$ cat src/hdl/nma_pkg.sv
package nma_pkg;

  // Fixed field widths of the streaming channels and the configuration port.
  localparam int DATA_W    = 16;
  localparam int MODE_W    = 3;
  localparam int CFG_IDX_W = 1;
  localparam int CFG_DAT_W = 3;

  // Activation mode codes. Codes above MODE_IDENT behave as identity.
  localparam logic [MODE_W-1:0] MODE_SIGMOID = 3'd0;
  localparam logic [MODE_W-1:0] MODE_TANH    = 3'd1;
  localparam logic [MODE_W-1:0] MODE_RELU    = 3'd2;
  localparam logic [MODE_W-1:0] MODE_ONE     = 3'd3;
  localparam logic [MODE_W-1:0] MODE_IDENT   = 3'd4;

  // Configuration register indexes.
  localparam logic [CFG_IDX_W-1:0] CFG_MODE   = 1'b0;
  localparam logic [CFG_IDX_W-1:0] CFG_ENABLE = 1'b1;

  typedef logic signed [DATA_W-1:0] fx_t;

  // One finished neuron sum on its way from the front to the back.
  typedef struct packed {
    fx_t  x;
    logic sat;
    logic hold;
  } nma_entry_t;

endpackage

$ cat src/hdl/nma_if.sv
interface nma_in_if import nma_pkg::*; ();
  logic valid;
  logic ready;
  fx_t  upstream_act;
  fx_t  weight;
  logic last;

  modport source (output valid, output upstream_act, output weight, output last,
                  input ready);
  modport sink   (input valid, input upstream_act, input weight, input last,
                  output ready);
endinterface

interface nma_out_if import nma_pkg::*; ();
  logic valid;
  logic ready;
  fx_t  sum_x;
  fx_t  out_y;
  fx_t  out_deriv;
  logic saturated;

  modport source (output valid, output sum_x, output out_y, output out_deriv,
                  output saturated, input ready);
  modport sink   (input valid, input sum_x, input out_y, input out_deriv,
                  input saturated, output ready);
endinterface

$ cat src/hdl/nma_front.sv
module nma_front import nma_pkg::*; #(
  parameter int FRAC_BITS = 12,
  parameter int ACC_WIDTH = 40
) (
  input  logic       clk,
  input  logic       rst_n,
  nma_in_if.sink     in_ch,
  input  logic       enable,
  output logic       push_valid,
  input  logic       push_ready,
  output nma_entry_t push_data
);

  localparam int SUM_W = ACC_WIDTH - FRAC_BITS;

  logic                        valid_r;
  logic                        last_r;
  logic signed [2*DATA_W-1:0]  prod_r;
  logic [ACC_WIDTH-1:0]        acc_r;

  logic                        advance;
  logic                        accept;
  logic [ACC_WIDTH-1:0]        acc_sum;
  logic signed [SUM_W-1:0]     scaled;
  logic                        sat_hi;
  logic                        sat_lo;
  fx_t                         x_clamp;

  // The product stage moves on unless it holds a last pair and the queue is full.
  assign advance     = valid_r && (!last_r || push_ready);
  assign in_ch.ready = !valid_r || advance;
  assign accept      = in_ch.valid && in_ch.ready;

  always_comb begin
    acc_sum = acc_r + ACC_WIDTH'(prod_r);
    scaled  = $signed(acc_sum[ACC_WIDTH-1:FRAC_BITS]);
    sat_hi  = !scaled[SUM_W-1] && (|scaled[SUM_W-2:DATA_W-1]);
    sat_lo  = scaled[SUM_W-1] && !(&scaled[SUM_W-2:DATA_W-1]);
    if (sat_hi) begin
      x_clamp = {1'b0, {(DATA_W-1){1'b1}}};
    end else if (sat_lo) begin
      x_clamp = {1'b1, {(DATA_W-1){1'b0}}};
    end else begin
      x_clamp = scaled[DATA_W-1:0];
    end
  end

  assign push_valid     = advance && last_r;
  assign push_data.x    = x_clamp;
  assign push_data.sat  = sat_hi || sat_lo;
  assign push_data.hold = !enable;

  always_ff @(posedge clk) begin
    if (!rst_n) begin
      valid_r <= 1'b0;
      acc_r   <= '0;
    end else begin
      if (in_ch.ready) begin
        valid_r <= accept;
      end
      if (advance && enable) begin
        acc_r <= last_r ? '0 : acc_sum;
      end
    end
    if (accept) begin
      prod_r <= in_ch.upstream_act * in_ch.weight;
      last_r <= in_ch.last;
    end
  end

endmodule

$ cat src/hdl/nma_queue.sv
module nma_queue import nma_pkg::*; (
  input  logic       clk,
  input  logic       rst_n,
  input  logic       push_valid,
  output logic       push_ready,
  input  nma_entry_t push_data,
  output logic       pop_valid,
  input  logic       pop_ready,
  output nma_entry_t pop_data
);

  localparam int DEPTH = 2;
  localparam int PTR_W = $clog2(DEPTH);
  localparam int CNT_W = $clog2(DEPTH + 1);

  nma_entry_t       slot_r [DEPTH];
  logic [PTR_W-1:0] wr_ptr_r;
  logic [PTR_W-1:0] rd_ptr_r;
  logic [CNT_W-1:0] count_r;

  logic do_push;
  logic do_pop;

  assign push_ready = count_r != CNT_W'(DEPTH);
  assign pop_valid  = count_r != '0;
  assign pop_data   = slot_r[rd_ptr_r];
  assign do_push    = push_valid && push_ready;
  assign do_pop     = pop_valid && pop_ready;

  always_ff @(posedge clk) begin
    if (!rst_n) begin
      wr_ptr_r <= '0;
      rd_ptr_r <= '0;
      count_r  <= '0;
    end else begin
      if (do_push) begin
        wr_ptr_r <= wr_ptr_r + 1'b1;
      end
      if (do_pop) begin
        rd_ptr_r <= rd_ptr_r + 1'b1;
      end
      if (do_push && !do_pop) begin
        count_r <= count_r + 1'b1;
      end else if (do_pop && !do_push) begin
        count_r <= count_r - 1'b1;
      end
    end
    if (do_push) begin
      slot_r[wr_ptr_r] <= push_data;
    end
  end

endmodule

$ cat src/hdl/nma_back.sv
module nma_back import nma_pkg::*; #(
  parameter int FRAC_BITS   = 12,
  parameter int TABLE_DEPTH = 256
) (
  input  logic              clk,
  input  logic              rst_n,
  input  logic [MODE_W-1:0] mode,
  input  logic              pop_valid,
  output logic              pop_ready,
  input  nma_entry_t        pop_data,
  nma_out_if.source         out_ch
);

  localparam int IDX_W = $clog2(TABLE_DEPTH);
  localparam int POS_W = DATA_W + IDX_W;
  localparam int SH_T  = FRAC_BITS + 3;
  localparam int SH_S  = FRAC_BITS + 4;
  localparam int REM_W = SH_S;
  localparam int IP_W  = 17 + REM_W + 1;
  localparam int W     = 18;
  localparam int DP_W  = 2 * W;
  localparam int ONE   = 1 << FRAC_BITS;
  localparam logic signed [W-1:0] ONE_S = W'(ONE);

  // Table of tanh(8*i/TABLE_DEPTH), built from an exp series in Q30.
  localparam longint unsigned Q30    = 64'd1 << 30;
  localparam longint unsigned STEP_H = (64'd16 << 30) / TABLE_DEPTH;
  localparam longint unsigned ONE64  = 64'd1 << FRAC_BITS;

  typedef logic [TABLE_DEPTH-1:0][DATA_W-1:0] curve_arr_t;

  // Unsigned long division, used only while the table is built at elaboration.
  function automatic longint unsigned div_u64(longint unsigned n, longint unsigned d);
    longint unsigned quo;
    longint unsigned rest;
    quo  = '0;
    rest = '0;
    for (int b = 63; b >= 0; b--) begin
      rest = {rest[62:0], n[b]};
      if (rest >= d) begin
        rest   = rest - d;
        quo[b] = 1'b1;
      end
    end
    return quo;
  endfunction

  function automatic curve_arr_t build_curve();
    curve_arr_t      tab;
    longint unsigned term;
    longint unsigned q;
    longint unsigned e;
    longint unsigned num;
    longint unsigned den;
    tab  = '0;
    term = Q30;
    q    = Q30;
    e    = Q30;
    for (int k = 1; k <= 12; k++) begin
      term = div_u64((term * STEP_H) >> 30, 64'(k));
      if ((k & 1) != 0) begin
        q = q - term;
      end else begin
        q = q + term;
      end
    end
    for (int i = 0; i < TABLE_DEPTH; i++) begin
      num    = Q30 - e;
      den    = Q30 + e;
      tab[i] = DATA_W'(div_u64(num * ONE64 + (den >> 1), den));
      e      = (e * q + (Q30 >> 1)) >> 30;
    end
    return tab;
  endfunction

  localparam curve_arr_t CURVE = build_curve();

  typedef enum logic [2:0] {
    S_IDLE,
    S_LOOK,
    S_INTERP,
    S_ACT,
    S_DMUL,
    S_DONE
  } state_t;

  state_t                  state_r;
  fx_t                     x_r;
  fx_t                     y_r;
  logic                    sat_r;
  logic                    beyond_r;
  logic [DATA_W-1:0]       lo_r;
  logic [DATA_W-1:0]       hi_r;
  logic [REM_W-1:0]        rem_r;
  logic signed [IP_W-1:0]  ip_r;
  logic signed [DP_W-1:0]  dp_r;
  fx_t                     held_x_r;
  fx_t                     held_y_r;
  logic                    out_valid_r;
  fx_t                     out_x_r;
  fx_t                     out_y_r;
  fx_t                     out_d_r;
  logic                    out_sat_r;

  logic                    is_sig;
  logic [DATA_W-1:0]       mag;
  logic [POS_W-1:0]        pos;
  logic [POS_W-1:0]        idx_full;
  logic [POS_W-1:0]        idx_next;
  logic [REM_W-1:0]        rem;
  logic                    beyond;
  logic                    hi_in;
  logic [IDX_W-1:0]        idx_lo;
  logic [IDX_W-1:0]        idx_hi;
  logic [DATA_W-1:0]       lo_val;
  logic [DATA_W-1:0]       hi_val;
  logic signed [16:0]      diff;
  logic signed [IP_W-1:0]  ip;
  logic signed [W-1:0]     frac;
  logic signed [W-1:0]     r_val;
  logic signed [W-1:0]     t_val;
  logic signed [W-1:0]     sig_val;
  fx_t                     y_val;
  logic signed [W-1:0]     y_ext;
  logic signed [W-1:0]     opb;
  logic signed [DP_W-1:0]  dp;
  fx_t                     d_val;
  logic                    out_free;

  assign is_sig = mode == MODE_SIGMOID;

  // Table position from |x|: integer part indexes, remainder interpolates.
  always_comb begin
    mag      = x_r[DATA_W-1] ? DATA_W'(-x_r) : DATA_W'(x_r);
    pos      = POS_W'(mag) * POS_W'(TABLE_DEPTH);
    idx_full = is_sig ? (pos >> SH_S) : (pos >> SH_T);
    rem      = is_sig ? REM_W'(pos[SH_S-1:0]) : REM_W'(pos[SH_T-1:0]);
    beyond   = idx_full >= POS_W'(TABLE_DEPTH);
    idx_next = idx_full + 1'b1;
    hi_in    = idx_next < POS_W'(TABLE_DEPTH);
    idx_lo   = beyond ? '0 : idx_full[IDX_W-1:0];
    idx_hi   = hi_in ? idx_next[IDX_W-1:0] : '0;
    lo_val   = CURVE[idx_lo];
    hi_val   = hi_in ? CURVE[idx_hi] : DATA_W'(ONE);
  end

  always_comb begin
    diff = $signed({1'b0, hi_r}) - $signed({1'b0, lo_r});
    ip   = diff * $signed({1'b0, rem_r});
  end

  // Floored interpolation, sign mirror and the activation itself.
  always_comb begin
    frac    = is_sig ? W'(ip_r >>> SH_S) : W'(ip_r >>> SH_T);
    r_val   = beyond_r ? ONE_S : ($signed({2'b00, lo_r}) + frac);
    t_val   = x_r[DATA_W-1] ? -r_val : r_val;
    sig_val = (ONE_S + t_val) >>> 1;
    case (mode)
      MODE_SIGMOID: y_val = DATA_W'(sig_val);
      MODE_TANH:    y_val = DATA_W'(t_val);
      MODE_RELU:    y_val = (x_r > 0) ? x_r : '0;
      MODE_ONE:     y_val = DATA_W'(ONE);
      MODE_IDENT:   y_val = x_r;
      default:      y_val = x_r;
    endcase
  end

  always_comb begin
    y_ext = W'(y_r);
    opb   = is_sig ? (ONE_S - y_ext) : y_ext;
    dp    = y_ext * opb;
  end

  always_comb begin
    case (mode)
      MODE_SIGMOID: d_val = DATA_W'(dp_r >>> FRAC_BITS);
      MODE_TANH:    d_val = DATA_W'(DP_W'(ONE_S) - (dp_r >>> FRAC_BITS));
      MODE_RELU:    d_val = (x_r > 0) ? DATA_W'(ONE) : '0;
      MODE_ONE:     d_val = '0;
      MODE_IDENT:   d_val = DATA_W'(ONE);
      default:      d_val = DATA_W'(ONE);
    endcase
  end

  assign pop_ready = state_r == S_IDLE;
  assign out_free  = !out_valid_r || out_ch.ready;

  assign out_ch.valid     = out_valid_r;
  assign out_ch.sum_x     = out_x_r;
  assign out_ch.out_y     = out_y_r;
  assign out_ch.out_deriv = out_d_r;
  assign out_ch.saturated = out_sat_r;

  always_ff @(posedge clk) begin
    if (!rst_n) begin
      state_r     <= S_IDLE;
      out_valid_r <= 1'b0;
      held_x_r    <= '0;
      held_y_r    <= '0;
    end else begin
      if (state_r == S_DONE && out_free) begin
        out_valid_r <= 1'b1;
      end else if (out_ch.ready) begin
        out_valid_r <= 1'b0;
      end
      case (state_r)
        S_IDLE: begin
          if (pop_valid) begin
            if (pop_data.hold) begin
              x_r     <= held_x_r;
              y_r     <= held_y_r;
              sat_r   <= 1'b0;
              state_r <= S_DMUL;
            end else begin
              x_r     <= pop_data.x;
              sat_r   <= pop_data.sat;
              state_r <= S_LOOK;
            end
          end
        end
        S_LOOK: begin
          lo_r     <= lo_val;
          hi_r     <= hi_val;
          rem_r    <= rem;
          beyond_r <= beyond;
          state_r  <= S_INTERP;
        end
        S_INTERP: begin
          ip_r    <= ip;
          state_r <= S_ACT;
        end
        S_ACT: begin
          y_r      <= y_val;
          held_x_r <= x_r;
          held_y_r <= y_val;
          state_r  <= S_DMUL;
        end
        S_DMUL: begin
          dp_r    <= dp;
          state_r <= S_DONE;
        end
        S_DONE: begin
          if (out_free) begin
            out_x_r     <= x_r;
            out_y_r     <= y_r;
            out_d_r     <= d_val;
            out_sat_r   <= sat_r;
            state_r     <= S_IDLE;
          end
        end
        default: begin
          state_r <= S_IDLE;
        end
      endcase
    end
  end

endmodule

$ cat src/hdl/neuron_mac_activation.sv
// A last pair passes the product register, the queue, back end states look, interp,
// act and dmul (only dmul when disabled) and the output register, where its result
// waits. One (activation, weight) pair per cycle enters the multiply-accumulate
// unless a last pair waits on a full queue; the back end takes a sum only when idle.
// Reset (synchronous, rst_n low): accumulator, held x and y cleared, mode sigmoid,
// enable set, the queue empty. The curve table is constant logic and needs no fill.
module neuron_mac_activation import nma_pkg::*; #(
  parameter int FRAC_BITS   = 12,
  parameter int ACC_WIDTH   = 40,
  parameter int TABLE_DEPTH = 256
) (
  input  logic                 clk,
  input  logic                 rst_n,
  nma_in_if.sink               in_ch,
  nma_out_if.source            out_ch,
  input  logic                 cfg_we,
  input  logic [CFG_IDX_W-1:0] cfg_index,
  input  logic [CFG_DAT_W-1:0] cfg_wdata
);

  // Configuration registers. They are to be written only while the block is idle
  // (up to the user), so the front and back read them live without any snapshot.
  logic [MODE_W-1:0] mode_r;
  logic              enable_r;

  always_ff @(posedge clk) begin
    if (!rst_n) begin
      mode_r   <= MODE_SIGMOID;
      enable_r <= 1'b1;
    end else if (cfg_we) begin
      case (cfg_index)
        CFG_MODE:   mode_r   <= cfg_wdata[MODE_W-1:0];
        CFG_ENABLE: enable_r <= cfg_wdata[0];
        default:    ;
      endcase
    end
  end

  // The front end registers each product and, while enabled, adds it into the
  // wrapping accumulator. On a last pair it scales the sum back to the output
  // format, saturates it and hands it to the queue; a disabled neuron hands
  // over a marker that tells the back end to replay the held x and y instead.
  logic       push_valid;
  logic       push_ready;
  nma_entry_t push_data;

  nma_front #(
    .FRAC_BITS (FRAC_BITS),
    .ACC_WIDTH (ACC_WIDTH)
  ) u_front (
    .clk        (clk),
    .rst_n      (rst_n),
    .in_ch      (in_ch),
    .enable     (enable_r),
    .push_valid (push_valid),
    .push_ready (push_ready),
    .push_data  (push_data)
  );

  // A two-entry queue lets the accumulator keep taking pairs of the next
  // neuron while the back end is still evaluating the previous one.
  logic       pop_valid;
  logic       pop_ready;
  nma_entry_t pop_data;

  nma_queue u_queue (
    .clk        (clk),
    .rst_n      (rst_n),
    .push_valid (push_valid),
    .push_ready (push_ready),
    .push_data  (push_data),
    .pop_valid  (pop_valid),
    .pop_ready  (pop_ready),
    .pop_data   (pop_data)
  );

  // The back end steps through table lookup, interpolation, activation and
  // the derivative product (for a hold marker only the last), then loads the
  // output register. Sigmoid reuses the tanh table at half the slope.
  nma_back #(
    .FRAC_BITS   (FRAC_BITS),
    .TABLE_DEPTH (TABLE_DEPTH)
  ) u_back (
    .clk       (clk),
    .rst_n     (rst_n),
    .mode      (mode_r),
    .pop_valid (pop_valid),
    .pop_ready (pop_ready),
    .pop_data  (pop_data),
    .out_ch    (out_ch)
  );

endmodule

$ cat src/flat_wrapper.sv
// flat-port wrapper written by rule: the top's interface ports become plain ports
module neuron_mac_activation_flat import nma_pkg::*;
#(
  parameter int FRAC_BITS   = 12,
  parameter int ACC_WIDTH   = 40,
  parameter int TABLE_DEPTH = 256
)
  (clk, rst_n, cfg_we, cfg_index, cfg_wdata, in_ch_valid, in_ch_upstream_act, in_ch_weight, in_ch_last, in_ch_ready, out_ch_valid, out_ch_sum_x, out_ch_out_y, out_ch_out_deriv, out_ch_saturated, out_ch_ready);
  nma_in_if in_ch_i ();
  nma_out_if out_ch_i ();
  input  logic clk;
  input  logic rst_n;
  input  logic cfg_we;
  input  logic [CFG_IDX_W-1:0] cfg_index;
  input  logic [CFG_DAT_W-1:0] cfg_wdata;
  input wire logic [$bits(in_ch_i.valid)-1:0] in_ch_valid;
  input wire logic [$bits(in_ch_i.upstream_act)-1:0] in_ch_upstream_act;
  input wire logic [$bits(in_ch_i.weight)-1:0] in_ch_weight;
  input wire logic [$bits(in_ch_i.last)-1:0] in_ch_last;
  output wire logic [$bits(in_ch_i.ready)-1:0] in_ch_ready;
  output wire logic [$bits(out_ch_i.valid)-1:0] out_ch_valid;
  output wire logic [$bits(out_ch_i.sum_x)-1:0] out_ch_sum_x;
  output wire logic [$bits(out_ch_i.out_y)-1:0] out_ch_out_y;
  output wire logic [$bits(out_ch_i.out_deriv)-1:0] out_ch_out_deriv;
  output wire logic [$bits(out_ch_i.saturated)-1:0] out_ch_saturated;
  input wire logic [$bits(out_ch_i.ready)-1:0] out_ch_ready;
  assign in_ch_i.valid = in_ch_valid;
  assign in_ch_i.upstream_act = in_ch_upstream_act;
  assign in_ch_i.weight = in_ch_weight;
  assign in_ch_i.last = in_ch_last;
  assign in_ch_ready = in_ch_i.ready;
  assign out_ch_valid = out_ch_i.valid;
  assign out_ch_sum_x = out_ch_i.sum_x;
  assign out_ch_out_y = out_ch_i.out_y;
  assign out_ch_out_deriv = out_ch_i.out_deriv;
  assign out_ch_saturated = out_ch_i.saturated;
  assign out_ch_i.ready = out_ch_ready;
  neuron_mac_activation #(.FRAC_BITS(FRAC_BITS), .ACC_WIDTH(ACC_WIDTH), .TABLE_DEPTH(TABLE_DEPTH)) u_core (.clk(clk), .rst_n(rst_n), .in_ch(in_ch_i), .out_ch(out_ch_i), .cfg_we(cfg_we), .cfg_index(cfg_index), .cfg_wdata(cfg_wdata));
endmodule
$ cat config.mk
export PLATFORM = sky130hd
export DESIGN_NAME = neuron_mac_activation_flat
export DESIGN_NICKNAME = d
export VERILOG_FILES = /design/src/hdl/nma_pkg.sv /design/src/hdl/nma_if.sv /design/src/hdl/nma_front.sv /design/src/hdl/nma_queue.sv /design/src/hdl/nma_back.sv /design/src/hdl/neuron_mac_activation.sv /design/src/flat_wrapper.sv
export SDC_FILE = /design/constraint.sdc
export NUM_CORES = 2
export LEC_CHECK = 0
export ABC_AREA = 1
export BUFFER_PORTS_ARGS = -buffer_cell sky130_fd_sc_hd__buf_2
export CORE_MARGIN = 5
export CORE_UTILIZATION = 35
export DETAILED_ROUTE_END_ITERATION = 10
export SLEW_MARGIN = 10
export SYNTH_ARGS = -nofsm -noshare
export SYNTH_HDL_FRONTEND = slang
export SYNTH_SLANG_ARGS = --single-unit
$ cat constraint.sdc
create_clock -name clk -period 10.1 [get_ports clk]
set_clock_uncertainty 0.15 [all_clocks]
set_input_delay 0 -clock clk [delete_from_list [all_inputs] [get_ports clk]]
set_output_delay 0 -clock clk [all_outputs]
set_load 0.01 [all_outputs]
# After elaboration in Yosys (flattened, before gate mapping)
# Memories as Yosys holds them, arrays and structs flattened. A register that Yosys moved wholly into a read port is not among the register bits.
# Cells that the tools add are included.
word_totals:
  reg_bits: 278
  latch_bits: 0
  mem_bits_rw: 36
  romBits: 8192
  in_bits: 42
  output_inout_bits: 51
  wordCells: 132
  mem_count: 3
op_classes:
  n_addsub: 13
  n_mul: 3
  n_div: 0
  order_cmp: 3
  n_eq_ne: 12
  shift: 0
  mux: 31
  n_bitwise: 1
  n_reduce_logical: 41
mem_list:
  columns: ["memory", "depth", "width", "rd", "rd_clocked_by_memory_dff", "write_ports", "line_no", "rtl"]
  rows:
  - ["(name not given)", 256, 16, 1, 1, 0, "nma_back.sv:144", "hi_val = hi_in ? CURVE[idx_hi] : DATA_W'(ONE);"]
  - ["(name not given)", 256, 16, 1, 1, 0, "nma_back.sv:143", "lo_val = CURVE[idx_lo];"]
  - ["u_core.u_queue.slot_r", 2, 18, 1, 1, 1, "nma_queue.sv:16", "nma_entry_t slot_r [DEPTH];"]
ops:
  columns: ["operator", "n"]
  rows:
  - ["$pmux W16 S4", 2]
  - ["$mux W16", 7]
  - ["$mux W17", 3]
  - ["$add A40 B40 Y40", 1]
  - ["$mux W40", 1]
  - ["$mul A17 B17 Y33", 1]
  - ["$mul A16 B16 Y32", 1]
  - ["$pmux W16 S2", 1]
  - ["$mul A16 B18 Y28", 1]
  - ["$mux W18", 1]
  - ["$pmux W3 S6", 1]
  - ["$add A14 B17 Y17 const A", 1]
  - ["$add A17 B17 Y17", 1]
  - ["$neg A17 Y17", 1]
  - ["$sub A14 B16 Y17 const A", 1]
  - ["$sub A16 B16 Y17", 1]
  - ["$gt A16 B1 Y1 const B", 1]
  - ["$mux W8", 2]
  - ["$neg A16 Y16", 1]
  - ["$sub A14 B16 Y16 const A", 1]
  - ["$mux W13", 1]
  - ["$eq A3 B2 Y1 const B", 4]
  - ["$reduce_and A12 Y1", 1]
  - ["$reduce_and A2 Y1", 6]
  - ["23 further kinds", 62]

# Logic depth before layout (Yosys ltp)
logic_depth:
  depth_word: 9
  ltp_mapped: 41
  ltp_nobuf: 41

# Hierarchy
# A second synthesis with hierarchy kept.
unflattened:
  hier_cells: 5831
  area_unflattened_um2: 45038.2
modules_own_cells:
  columns: ["module", "instances", "cells_per_inst", "area_per_inst_um2", "seq_area_each_um2"]
  rows:
  - ["nma_back", 1, 3540, 27341.2, 5255.0]
  - ["nma_front", 1, 2172, 15932.8, 1811.7]
  - ["nma_queue", 1, 93, 1592.8, 1181.1]
  - ["neuron_mac_activation", 1, 26, 171.4, 80.1]

# Worst setup path before layout
# No wires, ideal clock.
synth_timing:
  kind: "flip-flop to flip-flop"
  startpoint: "register u_core.u_back.y_r[0]"
  endpoint: "register u_core.u_back.dp_r[26], data pin"
  setup_ns: 0.262
  arrival_time_ns: 6.904
  required_time_ns: 9.688
  setup_slack_ns: 2.784
  stages_incl_launch_ff: 34
  path_buffers: 2
  synth_period_minus_slack_ns: 7.316
  cell_sequence: "edfxtp_1 > clkbuf_1 > inv_1 > clkbuf_1 > ha_1 > inv_1 > nor2_2 > nand3_2 > nor2_4 > nand2_2 > o31ai_4 > nand2_4 > inv_1 > nor2_1 > fa_1 > inv_1 > fa_1 > fa_1 > inv_1 > fa_1 > fa_1 > inv_1 > fa_1 > inv_1 > ha_1 > a21oi_1 > o221ai_1 > a21oi_2 > o21bai_2 > nand3_1 > nand2_1 > a21oi_1 > o21bai_1 > xor2_1"
synth_between:
  elab_chain_cells: 3
synth_rtl:
  columns: ["item", "line_no", "rtl"]
  rows:
  - ["start: declaration", "nma_back.sv:89", "fx_t y_r;"]
  - ["start signal: assignment", "nma_back.sv:211", "y_r <= held_y_r;"]
  - ["start signal: assignment", "nma_back.sv:233", "y_r <= y_val;"]
  - ["$sub A14 B16 Y17", "nma_back.sv:170", "opb = is_sig ? (ONE_S - y_ext) : y_ext;"]
  - ["$mux W18", "nma_back.sv:170", null]
  - ["$mul A16 B18 Y28 (*)", "nma_back.sv:171", "dp = y_ext * opb;"]
  - ["via u_core.u_back.dp[26]", "nma_back.sv:126", "logic signed [DP_W-1:0] dp;"]
  - ["end signal: assignment", "nma_back.sv:239", "dp_r <= dp;"]
  - ["end: declaration", "nma_back.sv:96", "logic signed [DP_W-1:0] dp_r;"]
# Mark *: on every way through the listed nets, which the timed path passes. The rest lies on a longest branch.
# A chain may end at the register's enable or synchronous reset.

# Worst setup path after layout
layout_timing:
  startpoint: "register u_core.u_back.y_r[1]"
  endpoint: "register u_core.u_back.dp_r[25], data pin"
# Same word-level chain as after synthesis.

==> metrics.txt <==
status=finished, final reports clean; Die ar.=around 130000 µm²; GP Congestion=0.932; DRT antenna net count=0; Resized cells post-CTS=0; count leader, synth=nand2_1; clock-pin slew on the worst setup and hold paths=about 0.070 ns; Clock Latency Late Sink=about 0.57 ns; number of synthesized flops with an enable pin=220; Seq/Total Area, Yosys=19.0%; CP Data Arrival Time=between 8 and 9 ns; Worst Path Buf+Inv=7; wire length of the first global-routing pass=just under 200 mm; fin cells=between 7000 and 8000; MaxCap Viol Count=0; H-Tree Depth=2; Finished Cell Area=about 47000 µm²; ratio of cells with drive above 1 in the final layout=5.33%; GR Overflow Total=0; synthesized flop and latch total=between 300 and 400; period utilisation layout=84.5%; layer with the highest usage=met2; total wire length=120 mm; CP max-delay cell=edfxtp_1; I/O pin cnt=93; detailed-placement wirelength estimate=around 97 mm; top post-synthesis cells by count=1284 x nand2_1, 1239 x inv_1, 603 x fa_1; post-synthesis net count=around 6600; final setup violation count=0; Yosys cell types=69; initial antenna violation count=2; drt wl/cell=16.6 µm; startpoint types=register; area of the core=roughly 120000 µm²; DRC Markers=0; hold violation total from the final report=0; Placed Instances=between 7000 and 8000; chip height=364 µm; Setup crit end kind=register; Vias/cell=slightly below 5; hold path startpoint=in_ch_last; yosys warns=0; Synth Instances=5567; Synth async-reset ratio=0%; CTS Buf Count=38; GR Util met1=between 20 and 25%; Placed Area=45700 µm²; setup tns final=0 ns; Port-buffer cells=92; Total GRT Usage=18.2%; vias in the first global route=between 30000 and 40000; f_max=117 MHz; Mean Syn Cell Area=a little under 8 µm²; CP top delay family=adder cells; Layout area overhead=7.76%; critical path class=reg2reg; CTS root buffer=clkbuf_16; Ant. Diodes=0; Area contributors post-synth=fa_1 28%, edfxtp_1 15%, nand2_1 11%, inv_1 11%, ha_1 9.8%; Starting Density=roughly a third; mapped cell area=43800 µm²; Worst Setup SP=u_core.u_back.y_r[1]$_DFFE_PP_; Vias=between 30000 and 40000; met2 Usage GRT=between 30% and 40%; critical path fanouts, max=16; DR iter-0 viols=2483; Die W=364 µm; CTS Buffer Depth=3; maximum number of pins on one net before global-route repair=slightly above 70; top_reg_cell synth=edfxtp_1; Pins Over Slew Limit=0; Rel. slew slack=~28%; reg2reg start=u_core.u_back.y_r[1]$_DFFE_PP_; CP Data Required Time=about 10 ns; top-area cell type share of the netlist area=27.6%; worst min path class=in2reg; # clock sinks=roughly 310; CTS tree=done; met3 usage=roughly 2.2%; worst slew pin tran=about 1.1 ns; crit-path max cell delay=roughly 0.85 ns; minimum clock period after layout=8.53 ns; RSZ-0062 raised after global routing=false; NumNets Final=roughly 6600; Yosys top cell by area=fa_1; Pre-antenna DRT Iters=6; hold slack final=0.0246 ns; # rows=roughly 130
==> cell usage in the layout, fill, tap and decap left out, types with 36 or more instances in the layout <==
master | netlist | final
xnor2_1 | 55 | 55
buf_2 | 23 | 92
ha_1 | 344 | 344
nand3_1 | 170 | 170
o21ai_1 | 36 | 36
xor2_1 | 87 | 87
inv_1 | 1239 | 1238
edfxtp_1 | 220 | 220
nand2_1 | 1284 | 1284
a21oi_1 | 286 | 286
o21ai_0 | 208 | 208
nor2_1 | 416 | 412
dfxtp_1 | 86 | 86
clkbuf_16 | 0 | 39
fa_1 | 603 | 603
==> final timing paths <==
check	to	slack, ns	cells past startpoint
hold reg to reg	u_core.u_back.held_x_r[12]$_SDFFE_PN0P_	0.31	2
setup / recovery	u_core.u_back.dp_r[25]$_DFFE_PP_	1.57	30
hold / removal	u_core.u_front.last_r$_DFFE_PP_	0.02	2
setup reg to reg	u_core.u_back.dp_r[25]$_DFFE_PP_	1.57	30
==> cell type report <==
cell class                      instances  area, µm²
Clock buffer                           51       1070
Clock inverter                         18        194
Fill cell                           12900      76800
Inverter                             1269       4770
Multi-Input combinational cell       3814      29900
Sequential cell                       306       8330
Tap cell                             1637       2050
Timing Repair Buffer                  136        838
==> state kept, by name, summed over array words and instances, names as in the netlist, 13 cells and up, named ones only <==
name and cells:
u_core.u_back.dp_r 16, u_core.u_back.held_x_r 16, u_core.u_back.held_y_r 16, u_core.u_back.hi_r 13
u_core.u_back.ip_r 18, u_core.u_back.lo_r 13, u_core.u_back.out_ch.out_deriv 16, u_core.u_back.out_ch.out_y 16
u_core.u_back.out_ch.sum_x 16, u_core.u_back.x_r 16, u_core.u_back.y_r 16, u_core.u_front.acc_r 40
u_core.u_front.prod_r 32, u_core.u_queue.slot_r 36
==> metal layers <==
metal / wire length, µm / share of wire (%)
met1: 53800 / 45
met2: 55200 / 46
met3: 6970 / 5.8
met4: 4020 / 3.3
met5: 0 / 0
==> metrics by stage <==
stage | util, % | setup WS (ns)
after detailed placement | 36.9 | 1.68
after global routing | 38.1 | 1.04
after global placement | 36.9 | 1.84
final | 38.1 | 1.57
after floorplan | - | 2.78
after CTS | 38.1 | 1.65
==> worst reg2reg max path, delay by kind of cell (launching register included) <==
family | cells | cell delay (ns)
buffers and inverters | 7 | 1.07
flip-flops | 1 | 0.85
AO/OA/AOI/OAI | 7 | 1.54
XOR/XNOR | 1 | 0.15
adder cells (fa/ha/maj) | 8 | 3.67
AND/OR/NAND/NOR | 7 | 0.85
==> logic make-up (layout without fill, tap and decap cells) <==
family	Yosys count	after routing	share of synthesized area, %
compound gates	688	688	8.89
xor+xnor	142	142	2.84
fa+ha+maj	947	947	37.4
buf+inv	1447	1474	12.7
flops	306	306	19.0
mux	2	2	0.0486
simple gates	2035	2035	19.1
==> timing repair <==
item | CTS | global route
hold buffers | 19 | 0
setup endpoints to repair | 0 | 0
setup buffers | 0 | 0
hold endpoints to repair | 53 | 0
Power is not shown: default switching activity piles up to over one toggle a cycle in this logic, so the estimate is an artifact.
